**config.mk**
```make
export PLATFORM = sky130hd
export DESIGN_NAME = lehmer_random_range_generator_core
export DESIGN_NICKNAME = d
export VERILOG_FILES = /design/src/hw/rtl/lrg_pkg.sv /design/src/hw/rtl/lrg_datapath.sv /design/src/hw/rtl/lrg_ctrl.sv /design/src/hw/rtl/lehmer_random_range_generator_core.sv
export VERILOG_INCLUDE_DIRS = /design/src /design/src/hw/rtl
export SDC_FILE = /design/constraint.sdc
export NUM_CORES = 1
export LEC_CHECK = 0
export BUFFER_PORTS_ARGS = -buffer_cell sky130_fd_sc_hd__buf_4
export CAP_MARGIN = 20
export CORE_MARGIN = 2
export CORE_UTILIZATION = 60
export CTS_BUF_LIST = sky130_fd_sc_hd__clkbuf_8 sky130_fd_sc_hd__clkbuf_16
export DETAILED_ROUTE_END_ITERATION = 8
export PLACE_DENSITY = 0.79
export SLEW_MARGIN = 10
export SYNTH_ARGS = -nofsm -noshare
export SYNTH_HDL_FRONTEND = slang
export SYNTH_SLANG_ARGS = --single-unit
```
**constraint.sdc**
```tcl
create_clock -name clk -period 20.4 [get_ports clk]
set_input_delay 3.06 -clock clk [delete_from_list [all_inputs] [get_ports clk]]
set_output_delay 3.06 -clock clk [all_outputs]
set_load 0.03 [all_outputs]
```
**src/hw/rtl/lehmer_random_range_generator_core_macros.svh**
```systemverilog
// ----------------------------------------------------------------------------
// Assertion macros for the Lehmer random range generator
// Each macro expands to a labeled concurrent assertion in simulation and to
// nothing in synthesis.
// ----------------------------------------------------------------------------
`ifndef LEHMER_RANDOM_RANGE_GENERATOR_CORE_MACROS_SVH
`define LEHMER_RANDOM_RANGE_GENERATOR_CORE_MACROS_SVH

`ifndef SYNTHESIS
`define LRG_ASSERT_IMPL(lbl, clk_s, rstn_s, ante, cons, msg) \
  lbl: assert property (@(posedge clk_s) disable iff (!rstn_s) (ante) |-> (cons)) \
    else $error(msg);
`define LRG_ASSERT_NEXT(lbl, clk_s, rstn_s, ante, cons, msg) \
  lbl: assert property (@(posedge clk_s) disable iff (!rstn_s) (ante) |=> (cons)) \
    else $error(msg);
`else
`define LRG_ASSERT_IMPL(lbl, clk_s, rstn_s, ante, cons, msg)
`define LRG_ASSERT_NEXT(lbl, clk_s, rstn_s, ante, cons, msg)
`endif

`endif

```
**src/hw/rtl/lrg_pkg.sv**
```systemverilog
// ----------------------------------------------------------------------------
// lrg_pkg
// Types and constants shared by the Lehmer generator controller and datapath.
// ----------------------------------------------------------------------------
`default_nettype none

package lrg_pkg;

  localparam int unsigned StateW = 31;
  localparam int unsigned DivW   = 20;
  localparam int unsigned CntW   = 5;

  localparam logic [StateW-1:0] DRAW_MAX = 31'h7FFF_FFFE;
  localparam logic [15:0]       MULT     = 16'd48271;
  localparam logic [DivW-1:0]   PCT_SPAN = 20'd100;
  localparam logic [CntW-1:0]   DIV_LAST = 5'd30;

  // Span limits expressed on span - 1.
  localparam logic [32:0] TOP_MAX   = 33'd2147483645;
  localparam logic [32:0] SMALL_TOP = 33'd1048574;

  localparam logic [1:0] KIND_RAW    = 2'd0;
  localparam logic [1:0] KIND_CHOICE = 2'd1;
  localparam logic [1:0] KIND_PCT    = 2'd2;

  typedef struct packed {
    logic load_req;
    logic calc_mask;
    logic mul;
    logic fold;
    logic div_step;
    logic load_out;
  } lrg_cmd_t;

  typedef struct packed {
    logic err;
    logic raw;
    logic small_span;
    logic reject;
    logic div_done;
  } lrg_status_t;

endpackage

`default_nettype wire

```
**src/hw/rtl/lrg_datapath.sv**
```systemverilog
// ----------------------------------------------------------------------------
// lrg_datapath
// Generator state, multiply and fold, serial remainder, mask test and the
// result registers.
// ----------------------------------------------------------------------------
`default_nettype none

module lrg_datapath
  import lrg_pkg::*;
(
  input  wire logic               clk,
  input  wire logic               rst_n,
  input  wire logic               cfg_wr_en,
  input  wire logic [31:0]        cfg_wr_data,
  input  wire logic [1:0]         req_kind,
  input  wire logic [31:0]        req_low,
  input  wire logic [31:0]        req_high,
  input  wire logic [6:0]         req_pct,
  input  wire lrg_cmd_t           cmd,
  output lrg_status_t             status,
  output logic [31:0]             res_value,
  output logic                    res_truth,
  output logic                    res_error
);

  logic [StateW-1:0] x_r, x_nxt;
  logic [46:0]       z_r;
  logic [31:0]       lo_r;
  logic [StateW-1:0] top_r;
  logic [StateW-1:0] mask_r;
  logic [DivW-1:0]   div_r;
  logic [DivW-1:0]   rem_r;
  logic [StateW-1:0] div_sh_r;
  logic [CntW-1:0]   cnt_r;
  logic [6:0]        pct_r;
  logic              err_r, raw_r, pct_sel_r, small_r;

  logic signed [33:0] sd, sd_m, sd_p1, sd_p2, sd_r;
  logic [StateW-1:0]  seed_fold;
  logic [31:0]        fold_sum;
  logic [StateW-1:0]  fold_val;
  logic [32:0]        diff;
  logic               range_bad;
  logic [StateW-1:0]  mask_c;
  logic [DivW:0]      rem_sh;
  logic [StateW-1:0]  masked;
  logic [6:0]         pct_val;

  // Seed fold into 1..DRAW_MAX: at most two additions of DRAW_MAX are
  // needed for a negative seed, at most one subtraction for a positive one.
  always_comb begin
    sd    = 34'($signed(cfg_wr_data)) - 34'sd1;
    sd_m  = sd - $signed({3'b000, DRAW_MAX});
    sd_p1 = sd + $signed({3'b000, DRAW_MAX});
    sd_p2 = sd_p1 + $signed({3'b000, DRAW_MAX});
    if (!sd[33] && !sd_m[33]) begin
      sd_r = sd_m;
    end else if (!sd[33]) begin
      sd_r = sd;
    end else if (!sd_p1[33]) begin
      sd_r = sd_p1;
    end else begin
      sd_r = sd_p2;
    end
    seed_fold = sd_r[30:0] + 31'd1;
  end

  // Mersenne fold of the 47-bit product.
  always_comb begin
    fold_sum = {1'b0, z_r[30:0]} + {16'b0, z_r[46:31]};
    fold_val = fold_sum[31] ? (fold_sum[30:0] + 31'd1) : fold_sum[30:0];
  end

  always_comb begin
    diff      = {req_high[31], req_high} - {req_low[31], req_low};
    range_bad = diff[32] || (diff > TOP_MAX);
  end

  always_comb begin
    mask_c = top_r;
    mask_c = mask_c | (mask_c >> 1);
    mask_c = mask_c | (mask_c >> 2);
    mask_c = mask_c | (mask_c >> 4);
    mask_c = mask_c | (mask_c >> 8);
    mask_c = mask_c | (mask_c >> 16);
  end

  assign rem_sh  = {rem_r, div_sh_r[StateW-1]};
  assign masked  = x_r & mask_r;
  assign pct_val = rem_r[6:0] + 7'd1;

  always_comb begin
    x_nxt = x_r;
    if (cfg_wr_en) begin
      x_nxt = seed_fold;
    end else if (cmd.fold) begin
      x_nxt = fold_val;
    end
  end

  always_ff @(posedge clk) begin
    if (!rst_n) begin
      x_r <= 31'd1;
    end else begin
      x_r <= x_nxt;
    end
  end

  always_ff @(posedge clk) begin
    if (cmd.load_req) begin
      lo_r      <= req_low;
      top_r     <= diff[30:0];
      pct_r     <= req_pct;
      raw_r     <= (req_kind == KIND_RAW);
      pct_sel_r <= (req_kind == KIND_PCT);
      err_r     <= ((req_kind == KIND_CHOICE) && range_bad) ||
                   ((req_kind != KIND_RAW) && (req_kind != KIND_CHOICE) &&
                    (req_kind != KIND_PCT));
      small_r   <= (req_kind == KIND_PCT) || (diff <= SMALL_TOP);
      div_r     <= (req_kind == KIND_PCT) ? PCT_SPAN : diff[DivW-1:0] + 20'd1;
    end
    if (cmd.calc_mask) begin
      mask_r <= mask_c;
    end
    if (cmd.mul) begin
      z_r <= 47'(x_r) * 47'(MULT);
    end
    if (cmd.fold) begin
      div_sh_r <= fold_val;
      rem_r    <= '0;
      cnt_r    <= '0;
    end else if (cmd.div_step) begin
      div_sh_r <= div_sh_r << 1;
      rem_r    <= (rem_sh >= {1'b0, div_r}) ? DivW'(rem_sh - {1'b0, div_r})
                                            : rem_sh[DivW-1:0];
      cnt_r    <= cnt_r + 5'd1;
    end
    if (cmd.load_out) begin
      if (err_r) begin
        res_value <= '0;
        res_truth <= 1'b0;
        res_error <= 1'b1;
      end else if (raw_r) begin
        res_value <= {1'b0, x_r};
        res_truth <= 1'b0;
        res_error <= 1'b0;
      end else if (pct_sel_r) begin
        res_value <= {25'b0, pct_val};
        res_truth <= (pct_val <= pct_r);
        res_error <= 1'b0;
      end else if (small_r) begin
        res_value <= lo_r + {12'b0, rem_r};
        res_truth <= 1'b0;
        res_error <= 1'b0;
      end else begin
        res_value <= lo_r + {1'b0, masked};
        res_truth <= 1'b0;
        res_error <= 1'b0;
      end
    end
  end

  always_comb begin
    status.err        = err_r;
    status.raw        = raw_r;
    status.small_span = small_r;
    status.reject     = (masked > top_r);
    status.div_done   = (cnt_r == DIV_LAST);
  end

endmodule

`default_nettype wire

```
**src/hw/rtl/lrg_ctrl.sv**
```systemverilog
// ----------------------------------------------------------------------------
// lrg_ctrl
// Sequencer for one request: decode, draw, remainder or rejection, result.
// ----------------------------------------------------------------------------
`default_nettype none

module lrg_ctrl
  import lrg_pkg::*;
(
  input  wire logic        clk,
  input  wire logic        rst_n,
  input  wire logic        in_tvalid,
  output logic             in_tready,
  output logic             out_tvalid,
  input  wire logic        out_tready,
  input  wire lrg_status_t status,
  output lrg_cmd_t         cmd
);

  typedef enum logic [2:0] {
    ST_IDLE,
    ST_DECODE,
    ST_MUL,
    ST_FOLD,
    ST_DIV,
    ST_CHECK,
    ST_DONE
  } state_t;

  state_t state_r, state_nxt;
  logic   out_valid_r, out_valid_nxt;
  logic   slot_free;

  assign slot_free  = !out_valid_r || out_tready;
  assign in_tready  = (state_r == ST_IDLE);
  assign out_tvalid = out_valid_r;

  always_comb begin
    state_nxt = state_r;
    cmd       = '0;
    case (state_r)
      ST_IDLE: begin
        if (in_tvalid) begin
          cmd.load_req = 1'b1;
          state_nxt    = ST_DECODE;
        end
      end
      ST_DECODE: begin
        cmd.calc_mask = 1'b1;
        state_nxt     = status.err ? ST_DONE : ST_MUL;
      end
      ST_MUL: begin
        cmd.mul   = 1'b1;
        state_nxt = ST_FOLD;
      end
      ST_FOLD: begin
        cmd.fold = 1'b1;
        if (status.raw) begin
          state_nxt = ST_DONE;
        end else if (status.small_span) begin
          state_nxt = ST_DIV;
        end else begin
          state_nxt = ST_CHECK;
        end
      end
      ST_DIV: begin
        cmd.div_step = 1'b1;
        if (status.div_done) begin
          state_nxt = ST_DONE;
        end
      end
      ST_CHECK: begin
        state_nxt = status.reject ? ST_MUL : ST_DONE;
      end
      ST_DONE: begin
        if (slot_free) begin
          cmd.load_out = 1'b1;
          state_nxt    = ST_IDLE;
        end
      end
      default: begin
        state_nxt = ST_IDLE;
      end
    endcase
  end

  always_comb begin
    out_valid_nxt = out_valid_r;
    if (cmd.load_out) begin
      out_valid_nxt = 1'b1;
    end else if (out_tready) begin
      out_valid_nxt = 1'b0;
    end
  end

  always_ff @(posedge clk) begin
    if (!rst_n) begin
      state_r     <= ST_IDLE;
      out_valid_r <= 1'b0;
    end else begin
      state_r     <= state_nxt;
      out_valid_r <= out_valid_nxt;
    end
  end

endmodule

`default_nettype wire

```
**src/hw/rtl/lehmer_random_range_generator_core.sv**
```systemverilog
// ----------------------------------------------------------------------------
// lehmer_random_range_generator_core
// Park-Miller generator (multiplier 48271) with raw draws, range choices and
// percent tests.
// ----------------------------------------------------------------------------
//  Channel | Direction | tdata (low bit up)               | tuser
//  in_     | slave     | range_low, range_high, percent   | kind
//  out_    | master    | value, truth                     | error
//  cfg_    | write     | seed (cfg_wr_data)               | -
//
// A raw draw runs from accept to out_tvalid through decode, the multiply and
// the fold on the shared 31x16 multiplier path, and the result load. A
// small-span choice or a percent test adds the bit-serial remainder unit
// after the fold. A large-span choice repeats multiply, fold and check for
// each rejected draw. A refused request goes from decode to the result load.
// Synchronous active-low reset loads the state with 1; a held result stalls
// only the finish of the next request, not its acceptance.
// ----------------------------------------------------------------------------
`default_nettype none
`include "lehmer_random_range_generator_core_macros.svh"

module lehmer_random_range_generator_core
  import lrg_pkg::*;
(
  input  wire logic        clk,
  input  wire logic        rst_n,
  input  wire logic        cfg_wr_en,
  input  wire logic [31:0] cfg_wr_data,   // seed
  input  wire logic        in_tvalid,
  output logic             in_tready,
  input  wire logic [71:0] in_tdata,      // range_low, range_high, percent, zero pad
  input  wire logic [1:0]  in_tuser,      // kind
  output logic             out_tvalid,
  input  wire logic        out_tready,
  output logic [39:0]      out_tdata,     // value, truth, zero pad
  output logic             out_tuser      // error
);

  lrg_cmd_t    cmd;
  lrg_status_t status;
  logic [31:0] res_value;
  logic        res_truth;
  logic        res_error;

  lrg_ctrl u_ctrl (
    .clk        (clk),
    .rst_n      (rst_n),
    .in_tvalid  (in_tvalid),
    .in_tready  (in_tready),
    .out_tvalid (out_tvalid),
    .out_tready (out_tready),
    .status     (status),
    .cmd        (cmd)
  );

  lrg_datapath u_datapath (
    .clk         (clk),
    .rst_n       (rst_n),
    .cfg_wr_en   (cfg_wr_en),
    .cfg_wr_data (cfg_wr_data),
    .req_kind    (in_tuser),
    .req_low     (in_tdata[31:0]),
    .req_high    (in_tdata[63:32]),
    .req_pct     (in_tdata[70:64]),
    .cmd         (cmd),
    .status      (status),
    .res_value   (res_value),
    .res_truth   (res_truth),
    .res_error   (res_error)
  );

  assign out_tdata = {7'b0, res_truth, res_value};
  assign out_tuser = res_error;

  `LRG_ASSERT_NEXT(a_busy_after_accept, clk, rst_n, in_tvalid && in_tready, !in_tready, "ready after accept")
  `LRG_ASSERT_IMPL(a_error_zero, clk, rst_n, out_tvalid && out_tuser, out_tdata == 40'd0, "refused word carries data")
  `LRG_ASSERT_IMPL(a_truth_range, clk, rst_n, out_tvalid && out_tdata[32], (out_tdata[31:7] == 25'd0) && (out_tdata[6:0] != 7'd0), "truth with bad draw")
  `LRG_ASSERT_IMPL(a_one_cmd, clk, rst_n, 1'b1, $onehot0({cmd.load_req, cmd.calc_mask, cmd.mul, cmd.fold, cmd.div_step, cmd.load_out}), "overlapping commands")

endmodule

`default_nettype wire
```
==> impl_metrics.tcl <==
set metrics [dict create \
    status "complete, no violations" \
    postSynthAreaPerCell_sq_um 9.64 \
    num_antenna_cells 0 \
    cts_hold_buf 0 \
    clk_latency_ns 0.56 \
    vdd_drop_max_mv 0.200 \
    dieArea_sq_mm 0.0507 \
    dr.first_iter.drc_count 2116 \
    syn2layout_area_growth_pct 10.2 \
    io_pins 154 \
    drc_errors 0 \
    finalMaxSlewViolations 0 \
    worstHoldPathType "flop to flop" \
    post_cts_buffers 0 \
    layout_min_cycle_time_ns 9.44 \
    rsz0062_at_grt "false" \
    use_met2_pct 54.8 \
    met1_usage_pct 41.6 \
    intPower_mw 3.01 \
    grtUsageTotal_pct 32.2 \
    power_density_mw_per_mm2 175 \
    place_congestion 0.967 \
    synth_ff_type "edfxtp_1" \
    drive_gt1_share_pct 9.21 \
    period_share_pct 46.3 \
    synth-async-reset-ratio_pct 0 \
    cts_tree "built" \
    fin_util_pct 66.5 \
    synth_edf_count 237 \
    startpoint_type "input port" \
    endpoint_kind "flop" \
    grt_pass1_vias 23600 \
    post_cts_resize_count 0 \
    fp.dieW_um 225 \
    crit_fanout 12 \
    drt_wl_total_mm 80.8 \
    synthesis.area_sq_mm 0.0294 \
    die_h_um 225 \
    slew_headroom_pct 30.1 \
    via_per_inst 6.19 \
    path_clk_slew_ns 0.06 \
    overflow 0 \
    vias 23700 \
    cts_buffers 34 \
    met3_usage_pct 4.07 \
    clock_path_buffers 3 \
    clock-root-buffer "clkbuf_16" \
    post_dp_cell_area_sq_mm 0.0312 \
    avgRoutedWirePerCell_um 21.1 \
    leakage_nw 14.2 \
    final.setup_skew_ns 0.0310 \
    clkSinkCount 297 \
    finalSetupViolCount 0 \
    max-cap-violations 0 \
    core_sq_mm 0.0486 \
    busiest_layer "met2" \
    ys_seq_area_share_pct 28.3 \
    fmax_ghz 0.106 \
    nNetsFinal 3822 \
    synth-seq-cells 297 \
    grt_antenna_before_repair 3 \
    swShare_pct 46.8 \
    crit_type "input port to flop" \
    htree_levels 2 \
    p_clk_share_pct 11.5 \
    yosysWarnings 0 \
    start_util_pct 60.4 \
    worstMarginPinSlew_ns 1.05 \
    setup_tns_ns 0 \
    worstPathArrival_ns 9.83 \
    hpwl_mm 65.1 \
    switchingPower_mw 2.65 \
    finalHoldViolCount 0 \
    dr.pass1.iters 8 \
    grt_pass1_wl_mm 126 \
    synthCells 3045 \
    critPathRequiredTime_ns 20.79 \
    antenna_left 0 \
    fin_area_sq_mm 0.0324 \
    p_comb_share_pct 68.1 \
    grt_start_max_net_pins 84 \
    num_rows 81 \
    power.share.sequential_pct 20.4 \
    io_buffers 145 \
    ys_types 81 \
]
[final timing paths]
check | from | end | slack (ns) | cells after the start
worst max-delay path | cfg_wr_data[0] | u_datapath.x_r[30]$_SDFFE_PN0P_ | 10.96 | 19
worst min-delay path | u_datapath.top_r[30]$_DFFE_PP_ | u_datapath.mask_r[30]$_DFFE_PN_ | 0.49 | 0
worst min register to register | u_datapath.top_r[30]$_DFFE_PP_ | u_datapath.mask_r[30]$_DFFE_PN_ | 0.49 | 0
worst max register to register | u_datapath.x_r[7]$_SDFFE_PN0P_ | u_datapath.z_r[46]$_DFFE_PP_ | 12.21 | 20
[placed cells by master (no fill, tap or decap), types with 10 or more instances in the layout]
master	Yosys	routed
o22ai_1	15	15
ha_1	338	338
a21oi_1	144	144
inv_1	313	321
nor4_1	39	39
and3_1	34	34
o21ai_0	147	146
nand3_1	70	70
a21o_1	59	59
or2_2	16	16
nand4_1	38	38
nand2b_1	41	41
o21bai_1	24	24
xor2_1	96	96
nand2_1	166	166
or3_1	33	33
a22oi_1	23	23
a31oi_1	26	26
and2_1	45	44
edfxtp_1	237	237
mux2_2	20	20
nor3_1	55	54
a211oi_1	18	18
buf_4	8	175
o31ai_1	12	11
nor2_1	232	231
mux2i_1	23	23
o21a_1	47	47
a211o_1	10	10
dfxtp_1	60	60
fa_1	195	195
nor2b_1	41	41
o211ai_1	27	27
clkbuf_16	0	35
xnor2_1	158	158
[power groups by stage]
stage	logic [mW]	registers, mW	clock network (mW)
finish	3.86	1.15	0.648
global route	4.26	1.17	0.679
CTS	3.83	1.15	0.655
detailed placement	3.80	1.16	0
global placement	3.68	1.16	0
floorplan	2.86	1.12	0
[state kept, by name, summed over array words and instances (netlist names), 3 cells and up]
name                  count
u_ctrl.state_r            3
u_datapath.cnt_r          5
u_datapath.div_r         20
u_datapath.div_sh_r      31
u_datapath.lo_r          32
u_datapath.mask_r        31
u_datapath.pct_r          7
u_datapath.rem_r         20
u_datapath.res_value     32
u_datapath.top_r         31
u_datapath.x_r           31
u_datapath.z_r           47
[kinds of logic after synthesis]
family | count (synthesis) | synth area share (%)
and+or+nand+nor | 873 | 15.2
adders and majority gates | 533 | 27.7
xor gates and xnor gates | 255 | 7.65
buffers and inverters | 400 | 5.22
muxes | 43 | 1.55
AOI/OAI and AO/OA | 643 | 14.3
DFF | 297 | 28.3
other | 1 | 0.0128
[worst max-delay path, stage by stage]
cell	delay, ns
buf_4	0.15
inv_1	0.14
ha_1	0.37
nor3b_1	0.64
nand4_1	0.63
o21a_1	0.40
nor4_1	0.46
a21boi_0	0.47
nand4_1	0.26
o31ai_1	0.89
a21oi_1	0.19
xnor2_1	0.27
ha_1	0.25
inv_1	0.06
a211oi_1	0.34
nand4_1	0.45
nor4_1	0.46
xor2_1	0.21
o22ai_1	0.10
[Yosys cell counts, types with 20 or more instances]
library cell  count  area share [%]
a22oi_1          23            0.59
nand4_1          38            0.81
nor2b_1          41            0.87
and2_1           45            0.96
fa_1            195              13
xnor2_1         158             4.7
o21ai_0         147             2.5
clkbuf_1         73            0.93
a21o_1           59             1.5
dfxtp_1          60             4.1
a31oi_1          26            0.55
mux2_2           20            0.77
nor2_1          232             3.0
and3_1           34            0.72
nor3_1           55            0.94
nand2b_1         41            0.87
or3_1            33            0.70
mux2i_1          23            0.78
o21bai_1         24            0.61
nand2_1         166             2.1
xor2_1           96             2.9
inv_1           313             4.0
ha_1            338              14
o211ai_1         27            0.69
nand3_1          70             1.2
edfxtp_1        237              24
o21a_1           47             1.2
a21oi_1         144             2.5
nor4_1           39            0.83
[metrics by stage]
stage	total power, mW	instances	hold WS (ns)	setup WS (ns)
after floorplan	3.98	3051	0.451	12.61
after global placement	4.84	3763	0.479	10.85
after detailed placement	4.96	3763	0.483	10.59
after CTS	5.64	3825	0.497	11.12
after global routing	6.11	3826	0.510	10.59
final	5.66	3826	0.493	10.96
[metal layers]
metal / up-vias / part of all wire, % / wire length [um]
met5: - / 0.042 / 34
met4: 4 / 4.2 / 3370
met3: 180 / 6.0 / 4830
met2: 780 / 49 / 39300
met1: 11600 / 41 / 33300
li1: 11100 / - / -
[layout make-up]
cell class / instances / area, sq um
clock buffer: 38 / 917
multi-input combinational: 2354 / 19600
timing repair buffer: 176 / 1320
clock inverter: 24 / 274
sequential: 297 / 8320
inverter: 315 / 1180
tap: 622 / 778
fill: 3893 / 16300
Power figures use the tool's default switching activity.
